**src/hw/rtl/mshw_pkg.sv**
```systemverilog
// ----------------------------------------------------------------------------
// mshw_pkg
// Types and constants shared by the heartbeat watchdog front end, request
// queue and table engine.
// ----------------------------------------------------------------------------
package mshw_pkg;

  // Request codes as they arrive on in_tuser
  localparam logic [2:0] REQ_REGISTER   = 3'd0;
  localparam logic [2:0] REQ_HEARTBEAT  = 3'd1;
  localparam logic [2:0] REQ_STATUS     = 3'd2;
  localparam logic [2:0] REQ_UNREGISTER = 3'd3;
  localparam logic [2:0] REQ_FREEZE     = 3'd4;
  localparam logic [2:0] REQ_RESUME     = 3'd5;

  // Reply status codes
  localparam logic [1:0] RC_OK    = 2'd0;
  localparam logic [1:0] RC_NOENT = 2'd1;
  localparam logic [1:0] RC_FULL  = 2'd2;

  // Reset value of the default window register
  localparam logic [31:0] DEFAULT_WINDOW_RST = 32'd200;

  // Decoded operation
  typedef enum logic [2:0] {
    OP_REGISTER,
    OP_HEARTBEAT,
    OP_STATUS,
    OP_UNREGISTER,
    OP_FREEZE,
    OP_RESUME,
    OP_UNKNOWN
  } op_t;

  // Entry state, encoded as reported in the status reply
  typedef enum logic [1:0] {
    ST_FREE     = 2'd0,
    ST_ACTIVE   = 2'd1,
    ST_FROZEN   = 2'd2,
    ST_TIMEDOUT = 2'd3
  } slot_st_t;

  // Table engine sequencer
  typedef enum logic [1:0] {
    BK_IDLE,
    BK_MATCH,
    BK_SEL,
    BK_EXEC
  } bk_state_t;

  // Classified request held in the queue
  typedef struct packed {
    op_t         op;
    logic [31:0] key;
    logic [31:0] window;   // already resolved against the default window
  } req_t;

  // One row of the entry data memory
  typedef struct packed {
    logic [31:0] window;
    logic [31:0] ticks;
    logic [31:0] freezes;
  } row_t;

  // Reply, packed so that the first field lands in the highest bits
  typedef struct packed {
    logic        fired;
    logic [31:0] freezes;
    logic [31:0] ticks;
    logic [1:0]  state;
    logic [1:0]  code;
  } res_t;

endpackage

```
**src/hw/rtl/mshw_front.sv**
```systemverilog
// ----------------------------------------------------------------------------
// mshw_front
// Accepts request beats, decodes the request type and resolves the window
// against the default window register, then pushes into the request queue.
// ----------------------------------------------------------------------------
module mshw_front import mshw_pkg::*; (
  input  logic        clk,
  input  logic        rst_n,
  input  logic        in_tvalid,
  output logic        in_tready,
  input  logic [63:0] in_tdata,     // [31:0] slot_key, [63:32] window_ticks
  input  logic [2:0]  in_tuser,     // [2:0] req_type
  input  logic        cfg_valid,
  output logic        cfg_ready,
  input  logic [31:0] cfg_data,
  input  logic        q_full,
  output logic        q_push,
  output req_t        q_data
);

  logic [31:0] default_window_r;
  logic [31:0] window;
  op_t         op;

  // Default window register
  assign cfg_ready = 1'b1;

  always_ff @(posedge clk) begin
    if (!rst_n) begin
      default_window_r <= DEFAULT_WINDOW_RST;
    end else if (cfg_valid) begin
      default_window_r <= cfg_data;
    end
  end

  // Decode request type
  always_comb begin
    case (in_tuser)
      REQ_REGISTER:   op = OP_REGISTER;
      REQ_HEARTBEAT:  op = OP_HEARTBEAT;
      REQ_STATUS:     op = OP_STATUS;
      REQ_UNREGISTER: op = OP_UNREGISTER;
      REQ_FREEZE:     op = OP_FREEZE;
      REQ_RESUME:     op = OP_RESUME;
      default:        op = OP_UNKNOWN;
    endcase
  end

  // Zero window selects the default
  assign window = (in_tdata[63:32] == 32'd0) ? default_window_r : in_tdata[63:32];

  assign in_tready     = !q_full;
  assign q_push        = in_tvalid && !q_full;
  assign q_data.op     = op;
  assign q_data.key    = in_tdata[31:0];
  assign q_data.window = window;

endmodule

```
**src/hw/rtl/mshw_fifo.sv**
```systemverilog
// ----------------------------------------------------------------------------
// mshw_fifo
// Two-entry request queue between the front end and the table engine.
// ----------------------------------------------------------------------------
module mshw_fifo import mshw_pkg::*; (
  input  logic clk,
  input  logic rst_n,
  input  logic push,
  input  req_t push_data,
  input  logic pop,
  output req_t pop_data,
  output logic full,
  output logic empty
);

  localparam int DEPTH = 2;

  req_t       mem_r [DEPTH];
  logic       wr_ptr_r;
  logic       rd_ptr_r;
  logic [1:0] cnt_r;

  assign full     = (cnt_r == 2'(DEPTH));
  assign empty    = (cnt_r == 2'd0);
  assign pop_data = mem_r[rd_ptr_r];

  // Storage
  always_ff @(posedge clk) begin
    if (push) begin
      mem_r[wr_ptr_r] <= push_data;
    end
  end

  // Pointers and fill count
  always_ff @(posedge clk) begin
    if (!rst_n) begin
      wr_ptr_r <= 1'b0;
      rd_ptr_r <= 1'b0;
      cnt_r    <= 2'd0;
    end else begin
      if (push) begin
        wr_ptr_r <= !wr_ptr_r;
      end
      if (pop) begin
        rd_ptr_r <= !rd_ptr_r;
      end
      case ({push, pop})
        2'b10:   cnt_r <= cnt_r + 2'd1;
        2'b01:   cnt_r <= cnt_r - 2'd1;
        default: cnt_r <= cnt_r;
      endcase
    end
  end

endmodule

```
**src/hw/rtl/mshw_back.sv**
```systemverilog
// ----------------------------------------------------------------------------
// mshw_back
// Table engine: key match across all entries, lowest-index select with a
// registered read of the entry data memory, then read-modify-write and
// reply into the output register.
// ----------------------------------------------------------------------------
module mshw_back import mshw_pkg::*; #(
  parameter int SLOTS = 16
) (
  input  logic clk,
  input  logic rst_n,
  input  req_t q_data,
  input  logic q_empty,
  output logic q_pop,
  output res_t out_res,
  output logic out_valid,
  input  logic out_ready,
  output logic bk_fire
);

  localparam int IDX_W = (SLOTS > 1) ? $clog2(SLOTS) : 1;

  bk_state_t   st_r, st_nxt;
  req_t        req_r;
  logic [SLOTS-1:0] match_r, match_nxt;
  logic [SLOTS-1:0] free_r, free_nxt;
  logic        hit_r;
  logic        any_free_r;
  logic [IDX_W-1:0] idx_r, idx_nxt;
  logic [IDX_W-1:0] hit_idx, free_idx;
  row_t        row_r;
  row_t        mem_r [SLOTS];
  slot_st_t    slot_st_r [SLOTS];
  logic [31:0] key_r [SLOTS];
  logic        out_valid_r;
  res_t        out_res_r;

  // Execute-stage results
  res_t        res_nxt;
  row_t        row_nxt;
  slot_st_t    cur_st;
  slot_st_t    new_st;
  logic        st_wr;
  logic        key_wr;
  logic        row_wr;

  // Sequencer next state
  always_comb begin
    st_nxt = st_r;
    case (st_r)
      BK_IDLE:  if (!q_empty) st_nxt = BK_MATCH;
      BK_MATCH: st_nxt = BK_SEL;
      BK_SEL:   st_nxt = BK_EXEC;
      BK_EXEC:  if (!out_valid_r || out_ready) st_nxt = BK_IDLE;
      default:  st_nxt = BK_IDLE;
    endcase
  end

  // Sequencer outputs
  always_comb begin
    q_pop   = 1'b0;
    bk_fire = 1'b0;
    case (st_r)
      BK_IDLE: q_pop   = !q_empty;
      BK_EXEC: bk_fire = !out_valid_r || out_ready;
      default: begin
        q_pop   = 1'b0;
        bk_fire = 1'b0;
      end
    endcase
  end

  always_ff @(posedge clk) begin
    if (!rst_n) begin
      st_r <= BK_IDLE;
    end else begin
      st_r <= st_nxt;
    end
  end

  // Latch the request on pop
  always_ff @(posedge clk) begin
    if (q_pop) begin
      req_r <= q_data;
    end
  end

  // Per-entry key compare and free flags
  always_comb begin
    for (int i = 0; i < SLOTS; i++) begin
      match_nxt[i] = (slot_st_r[i] != ST_FREE) && (key_r[i] == req_r.key);
      free_nxt[i]  = (slot_st_r[i] == ST_FREE);
    end
  end

  always_ff @(posedge clk) begin
    if (st_r == BK_MATCH) begin
      match_r <= match_nxt;
      free_r  <= free_nxt;
    end
  end

  // Lowest-index hit and lowest free entry
  always_comb begin
    hit_idx  = '0;
    free_idx = '0;
    for (int i = SLOTS - 1; i >= 0; i--) begin
      if (match_r[i]) hit_idx = IDX_W'(i);
      if (free_r[i]) free_idx = IDX_W'(i);
    end
  end

  assign idx_nxt = (|match_r) ? hit_idx : free_idx;

  // Select stage: registered memory read
  always_ff @(posedge clk) begin
    if (st_r == BK_SEL) begin
      hit_r      <= |match_r;
      any_free_r <= |free_r;
      idx_r      <= idx_nxt;
      row_r      <= mem_r[idx_nxt];
    end
  end

  // Execute: decide the entry update and the reply
  assign cur_st = slot_st_r[idx_r];

  always_comb begin
    res_nxt = '0;
    row_nxt = row_r;
    new_st  = cur_st;
    st_wr   = 1'b0;
    key_wr  = 1'b0;
    row_wr  = 1'b0;
    case (req_r.op)
      OP_REGISTER: begin
        if (hit_r || any_free_r) begin
          st_wr           = 1'b1;
          key_wr          = 1'b1;
          row_wr          = 1'b1;
          new_st          = ST_ACTIVE;
          row_nxt.window  = req_r.window;
          row_nxt.ticks   = req_r.window;
          row_nxt.freezes = 32'd0;
        end else begin
          res_nxt.code = RC_FULL;
        end
      end
      OP_HEARTBEAT: begin
        if (!hit_r) begin
          res_nxt.code = RC_NOENT;
        end else if (cur_st == ST_ACTIVE) begin
          if (row_r.ticks == 32'd0) begin
            st_wr         = 1'b1;
            new_st        = ST_TIMEDOUT;
            res_nxt.fired = 1'b1;
          end else begin
            row_wr        = 1'b1;
            row_nxt.ticks = row_r.ticks - 32'd1;
          end
        end
      end
      OP_STATUS: begin
        if (!hit_r) begin
          res_nxt.code = RC_NOENT;
        end else begin
          res_nxt.state   = cur_st;
          res_nxt.ticks   = row_r.ticks;
          res_nxt.freezes = row_r.freezes;
        end
      end
      OP_UNREGISTER: begin
        if (!hit_r) begin
          res_nxt.code = RC_NOENT;
        end else begin
          st_wr  = 1'b1;
          new_st = ST_FREE;
        end
      end
      OP_FREEZE: begin
        if (!hit_r) begin
          res_nxt.code = RC_NOENT;
        end else begin
          st_wr           = 1'b1;
          row_wr          = 1'b1;
          new_st          = ST_FROZEN;
          row_nxt.freezes = row_r.freezes + 32'd1;
        end
      end
      OP_RESUME: begin
        if (!hit_r) begin
          res_nxt.code = RC_NOENT;
        end else begin
          st_wr         = 1'b1;
          row_wr        = 1'b1;
          new_st        = ST_ACTIVE;
          row_nxt.ticks = row_r.window;
        end
      end
      default: res_nxt.code = RC_NOENT;
    endcase
  end

  // Entry state flags, cleared at reset
  always_ff @(posedge clk) begin
    if (!rst_n) begin
      for (int i = 0; i < SLOTS; i++) begin
        slot_st_r[i] <= ST_FREE;
      end
    end else if (bk_fire && st_wr) begin
      slot_st_r[idx_r] <= new_st;
    end
  end

  // Key registers
  always_ff @(posedge clk) begin
    if (bk_fire && key_wr) begin
      key_r[idx_r] <= req_r.key;
    end
  end

  // Entry data memory write
  always_ff @(posedge clk) begin
    if (bk_fire && row_wr) begin
      mem_r[idx_r] <= row_nxt;
    end
  end

  // Output register
  always_ff @(posedge clk) begin
    if (!rst_n) begin
      out_valid_r <= 1'b0;
    end else if (bk_fire) begin
      out_valid_r <= 1'b1;
    end else if (out_ready) begin
      out_valid_r <= 1'b0;
    end
  end

  always_ff @(posedge clk) begin
    if (bk_fire) begin
      out_res_r <= res_nxt;
    end
  end

  assign out_valid = out_valid_r;
  assign out_res   = out_res_r;

endmodule

```
**src/hw/rtl/multi_slot_heartbeat_watchdog.sv**
```systemverilog
// ----------------------------------------------------------------------------
// multi_slot_heartbeat_watchdog
// Keyed table of heartbeat watchdog entries with register, heartbeat,
// status, unregister, freeze and resume requests.
// ----------------------------------------------------------------------------
// Every request beat gets exactly one reply beat. The front end takes a
// beat whenever its two-entry request queue has room, so it keeps accepting
// while a reply waits at the output. The table engine handles one request
// at a time, in order: queue pop, compare of the key against all SLOTS
// entries, lowest-index select with the registered read of the entry data
// memory, and the read-modify-write that loads the reply register. It takes
// no new request before that sequence ends; a reply not taken holds the
// engine in its last step. Entry states all reset to free together, so no
// clearing pass follows reset. default_window may be written only while no
// request is in flight.
// ----------------------------------------------------------------------------
module multi_slot_heartbeat_watchdog import mshw_pkg::*; #(
  parameter int SLOTS = 16
) (
  input  logic        clk,
  input  logic        rst_n,
  input  logic        in_tvalid,
  output logic        in_tready,
  input  logic [63:0] in_tdata,   // [31:0] slot_key, [63:32] window_ticks
  input  logic [2:0]  in_tuser,   // [2:0] req_type
  output logic        out_tvalid,
  input  logic        out_tready,
  output logic [71:0] out_tdata,  // [1:0] status_code, [3:2] slot_state,
                                  // [35:4] ticks_left, [67:36] freezes_seen,
                                  // [68] timeout_fired, [71:69] zero
  input  logic        cfg_valid,
  output logic        cfg_ready,
  input  logic [31:0] cfg_data
);

  req_t q_in;
  req_t q_out;
  logic q_push;
  logic q_pop;
  logic q_full;
  logic q_empty;
  res_t res;
  logic bk_fire;

  // Front end
  mshw_front u_front (
    .clk       (clk),
    .rst_n     (rst_n),
    .in_tvalid (in_tvalid),
    .in_tready (in_tready),
    .in_tdata  (in_tdata),
    .in_tuser  (in_tuser),
    .cfg_valid (cfg_valid),
    .cfg_ready (cfg_ready),
    .cfg_data  (cfg_data),
    .q_full    (q_full),
    .q_push    (q_push),
    .q_data    (q_in)
  );

  // Request queue
  mshw_fifo u_fifo (
    .clk       (clk),
    .rst_n     (rst_n),
    .push      (q_push),
    .push_data (q_in),
    .pop       (q_pop),
    .pop_data  (q_out),
    .full      (q_full),
    .empty     (q_empty)
  );

  // Table engine
  mshw_back #(.SLOTS(SLOTS)) u_back (
    .clk       (clk),
    .rst_n     (rst_n),
    .q_data    (q_out),
    .q_empty   (q_empty),
    .q_pop     (q_pop),
    .out_res   (res),
    .out_valid (out_tvalid),
    .out_ready (out_tready),
    .bk_fire   (bk_fire)
  );

  assign out_tdata = {3'b000, res};

  // A reply appears only after the engine completed a request
  a_reply_from_engine: assert property (@(posedge clk) disable iff (!rst_n)
    $rose(out_tvalid) |-> $past(bk_fire))
    else $error("reply raised without an engine completion");

  // The queue is never written while full
  a_no_overflow: assert property (@(posedge clk) disable iff (!rst_n)
    q_push |-> !q_full)
    else $error("request queue overflow");

  // The engine never pops from an empty queue
  a_no_underflow: assert property (@(posedge clk) disable iff (!rst_n)
    q_pop |-> !q_empty)
    else $error("request queue underflow");

  // A timeout is reported only with an ok status
  a_timeout_ok: assert property (@(posedge clk) disable iff (!rst_n)
    (out_tvalid && out_tdata[68]) |-> (out_tdata[1:0] == RC_OK))
    else $error("timeout flag with non-ok status");

endmodule

```
**config.mk**
```make
export PLATFORM = sky130hd
export DESIGN_NAME = multi_slot_heartbeat_watchdog
export DESIGN_NICKNAME = d
export VERILOG_FILES = /design/src/hw/rtl/mshw_pkg.sv /design/src/hw/rtl/mshw_front.sv /design/src/hw/rtl/mshw_fifo.sv /design/src/hw/rtl/mshw_back.sv /design/src/hw/rtl/multi_slot_heartbeat_watchdog.sv
export SDC_FILE = /design/constraint.sdc
export NUM_CORES = 2
export LEC_CHECK = 0
export ABC_CLOCK_PERIOD_IN_PS = 9800
export CAP_MARGIN = 15
export CORE_MARGIN = 2
export CORE_UTILIZATION = 25
export CTS_CLUSTER_DIAMETER = 120
export CTS_CLUSTER_SIZE = 30
export DETAILED_ROUTE_END_ITERATION = 10
export DONT_BUFFER_PORTS = 1
export GPL_ROUTABILITY_DRIVEN = 0
export HOLD_SLACK_MARGIN = 0.03
export PLACE_DENSITY = 0.41
export SETUP_SLACK_MARGIN = 0.2
export SYNTH_ARGS = -nofsm -noshare
export SYNTH_HDL_FRONTEND = slang
export SYNTH_SLANG_ARGS = --single-unit
```
**constraint.sdc**
```tcl
create_clock -name clk -period 9.8 [get_ports clk]
set_clock_uncertainty 0.1 [all_clocks]
set_input_delay 1.47 -clock clk [delete_from_list [all_inputs] [get_ports clk]]
set_output_delay 1.47 -clock clk [all_outputs]
set_load 0.005 [all_outputs]
```
==> results.json <==
{
  "report.final.slew_viol_count": 0,
  "port_buffers": 0,
  "dp_hpwl_mm": 173,
  "fin_area_um2": 111000,
  "io_pins": 179,
  "period_share_pct": 53.6,
  "rows": 232,
  "routed_wl_mm": 316,
  "status": "complete, no violations",
  "postPlaceCellArea_um2": 108000,
  "drive_gt1_share_pct": 8.20,
  "worstPathArrival_ns": 5.87,
  "synthTopCellsByArea": "edfxtp_1 74%, nand2_1 3.9%, xnor2_1 2.4%, xor2_1 2.1%, nand3_1 2.0%",
  "cts_tree": "yes",
  "critPathMaxStageDelay_ns": 0.74,
  "ys_ff_latch": 2527,
  "hold_buffers": 0,
  "multi_input_area_um2": 23600,
  "worstPathMaxFanout": 145,
  "rsz0062_at_grt": "false",
  "num_vias": 56300,
  "postCtsResizedCells": 0,
  "core_um2": 399000,
  "max-vdd-ir-drop_v": 0.000207,
  "synthTopCellsByCount": "2484 x edfxtp_1, 1054 x nand2_1, 396 x nand3_1, 311 x nor2_1, 305 x clkbuf_1",
  "slowest_stage": "buf_4",
  "synth_top_cell_area_share_pct": 74.4,
  "cts-root-buf": "clkbuf_16",
  "die_x_um": 637,
  "cts_setup_buffers": 0,
  "yosys_warnings": 0,
  "grt_pass1_vias": 55800,
  "drv_cap": 0,
  "cts.sinks": 2527,
  "min_period_ns": 5.25,
  "worstSetupEndpointType": "flip-flop",
  "yosysMostFrequentCell": "edfxtp_1",
  "p_leak_nw": 34.7,
  "yosysTopAreaCell": "edfxtp_1",
  "gr-usage-all-layers_pct": 15.0,
  "hold_viol": 0,
  "drt-initial-drc-count": 4863,
  "fillCellCount": 40100,
  "worstMarginPinSlew_ns": 1.23,
  "ys.flop_type": "edfxtp_1",
  "antenna_found_initial": 8,
  "hold_path_class": "reg2reg",
  "cts-buffers-inserted": 107,
  "post_layout_nonfiller_instances": 12000,
  "die_area_um2": 406000,
  "drc": 0,
  "start_util_pct": 25.1,
  "setup_viol_count_final": 0,
  "synth_edf_count": 2484,
  "die_y_um": 637,
  "relSlewSlack_pct": 17.5,
  "path_cells": "or4_1 -> nor4_2 -> a21oi_4 -> buf_4 -> inv_8 -> buf_12 -> buf_4 -> nand2_1 -> a32o_1 -> nor4_1",
  "cts_max_path_buffers": 4,
  "vias_per_cell": 4.69,
  "cts-htree-levels": 3,
  "postRouteAntennaNets": 0,
  "clock_latency_ns": 0.93,
  "wl_per_cell_um": 26.3,
  "yosys.cell_types.count": 76,
  "grt_first_pass_wirelength_mm": 442,
  "first_pass_iters": 7,
  "synthArstFlopShare_pct": 0,
  "syn-cell-area_um2": 100000,
  "final_nets": 6784,
  "gr-total-overflow": 0,
  "start_kind": "flip-flop",
  "netlist_instances": 6739,
  "ys_seq_area_share_pct": 75.2,
  "synthToLayoutAreaGrowth_pct": 10.5,
  "grt_max_degree": 177,
  "path_clk_slew_ns": 0.12,
  "seqCellArea_um2": 75500,
  "dp.cells": 11800,
  "avgSynthCellArea_um2": 14.9,
  "path_class": "reg2reg",
  "fmax_mhz": 191,
  "crit_top_cell": "buf_4",
  "critPathRequiredTime_ns": 10.42,
  "power_density_nw_per_um2": 251
}
## where the power goes
group	leakage, nW	internal [W]	switching (W)	total [W]
Combinational	10.3	0.00206	0.00563	0.00769
Sequential	22.9	0.0139	0.000522	0.0145
Clock	1.56	0.00217	0.00352	0.00569
Total	34.7	0.0182	0.00968	0.0278
## path summary, 6_finish.rpt
check	cells after the start	startpoint	slack, ns	end
worst min-delay path	2	u_front.default_window_r[3]$_SDFFE_PN1P_	0.39	u_front.default_window_r[3]$_SDFFE_PN1P_
worst min register to register	2	u_front.default_window_r[3]$_SDFFE_PN1P_	0.39	u_front.default_window_r[3]$_SDFFE_PN1P_
worst max register to register	10	u_back.match_r[1]$_DFFE_PN_	4.55	u_back.row_r[65]$_DFFE_PP_
worst max-delay path	10	u_back.match_r[1]$_DFFE_PN_	4.55	u_back.row_r[65]$_DFFE_PP_
## cells by family (layout without fill, tap and decap cells)
kind of cell,Yosys count,in the layout,share of synthesized area [%]
compound gates,743,743,5.34
other cells,2,10,0.00749
buf+inv,421,401,1.67
mux,249,249,2.71
fa+ha+maj,7,7,0.0873
simple gates,2266,2266,10.4
flops,2527,2527,75.2
xor+xnor,524,524,4.58
## layer usage
layer	vias up	GRT usage [%]	wire, um	part of all wire (%)
li1	25000	-	-	-
met1	29900	19.7	138000	44
met2	1123	26.9	161000	51
met3	250	1.37	10400	3.3
met4	0	3.08	6450	2.0
met5	-	0	0	0
## worst max-delay path, delay by kind of cell, from the launching register on
kind	cells	cell delay (ns)
and+or+nand+nor	4	1.67
DFF	1	0.44
buffers and inverters	4	1.94
AOI/OAI and AO/OA	2	0.35
## layout by cell type, fill, tap and decap left out, types with 15 or more instances in the layout
master     netlist  layout
edfxtp_1      2484    2484
nand2_1       1054    1053
nand3_1        396     396
xnor2_1        280     280
nor2_1         311     273
xor2_1         244     244
buf_4            4     210
a21oi_1        191     191
nor4_1         182     172
mux2i_1        157     157
a221oi_1       113     113
o21ai_0        115     112
clkbuf_16        0     108
o31a_1          85      85
a32o_1          84      84
nand4_1         83      83
mux2_2          82      82
and2_1          69      70
dfxtp_1         43      42
nor2b_1         43      41
a21o_1          36      36
nor2_2          12      28
or4_1           25      25
nor2_4           0      22
clkbuf_1       305      19
a31oi_1         16      16
nor3_1          18      16
inv_1           15      16
buf_12           0      16
and3_1          16      15
## per-stage QoR
stage	power, W	setup TNS (ns)	util (%)	hold slack (ns)	setup slack, ns
floorplan	0.0190	-1087.48	-	0.342	-0.750
global placement	0.0225	0	26.9	0.360	4.70
detailed placement	0.0226	0	26.9	0.363	4.67
CTS	0.0283	0	27.7	0.392	4.64
global route	0.0291	0	27.7	0.436	4.31
finish	0.0278	0	27.8	0.390	4.55
## layout make-up
cell class | count | area share [%]
sequential | 2527 | 68.1
multi-input combinational | 3793 | 21.3
tap | 5265 | 5.94
clock buffer | 128 | 2.51
timing repair buffer | 227 | 1.72
clock inverter | 29 | 0.396
inverter | 17 | 0.0711
antenna | 6 | 0.0135
## registers in the layout (all words and copies together), names as in the netlist, 4 cells and up, named ones only
| register | cells |
|---|---|
| u_back.slot_st_r | 32 |
| u_back.key_r | 512 |
| u_back.out_res | 69 |
| u_back.req_r | 67 |
| u_fifo.mem_r | 134 |
| u_back.idx_r | 4 |
| u_back.mem_r | 1536 |
| u_back.free_r | 16 |
| u_front.default_window_r | 32 |
| u_back.match_r | 16 |
| u_back.row_r | 96 |
Power figures use the tool's default switching activity.
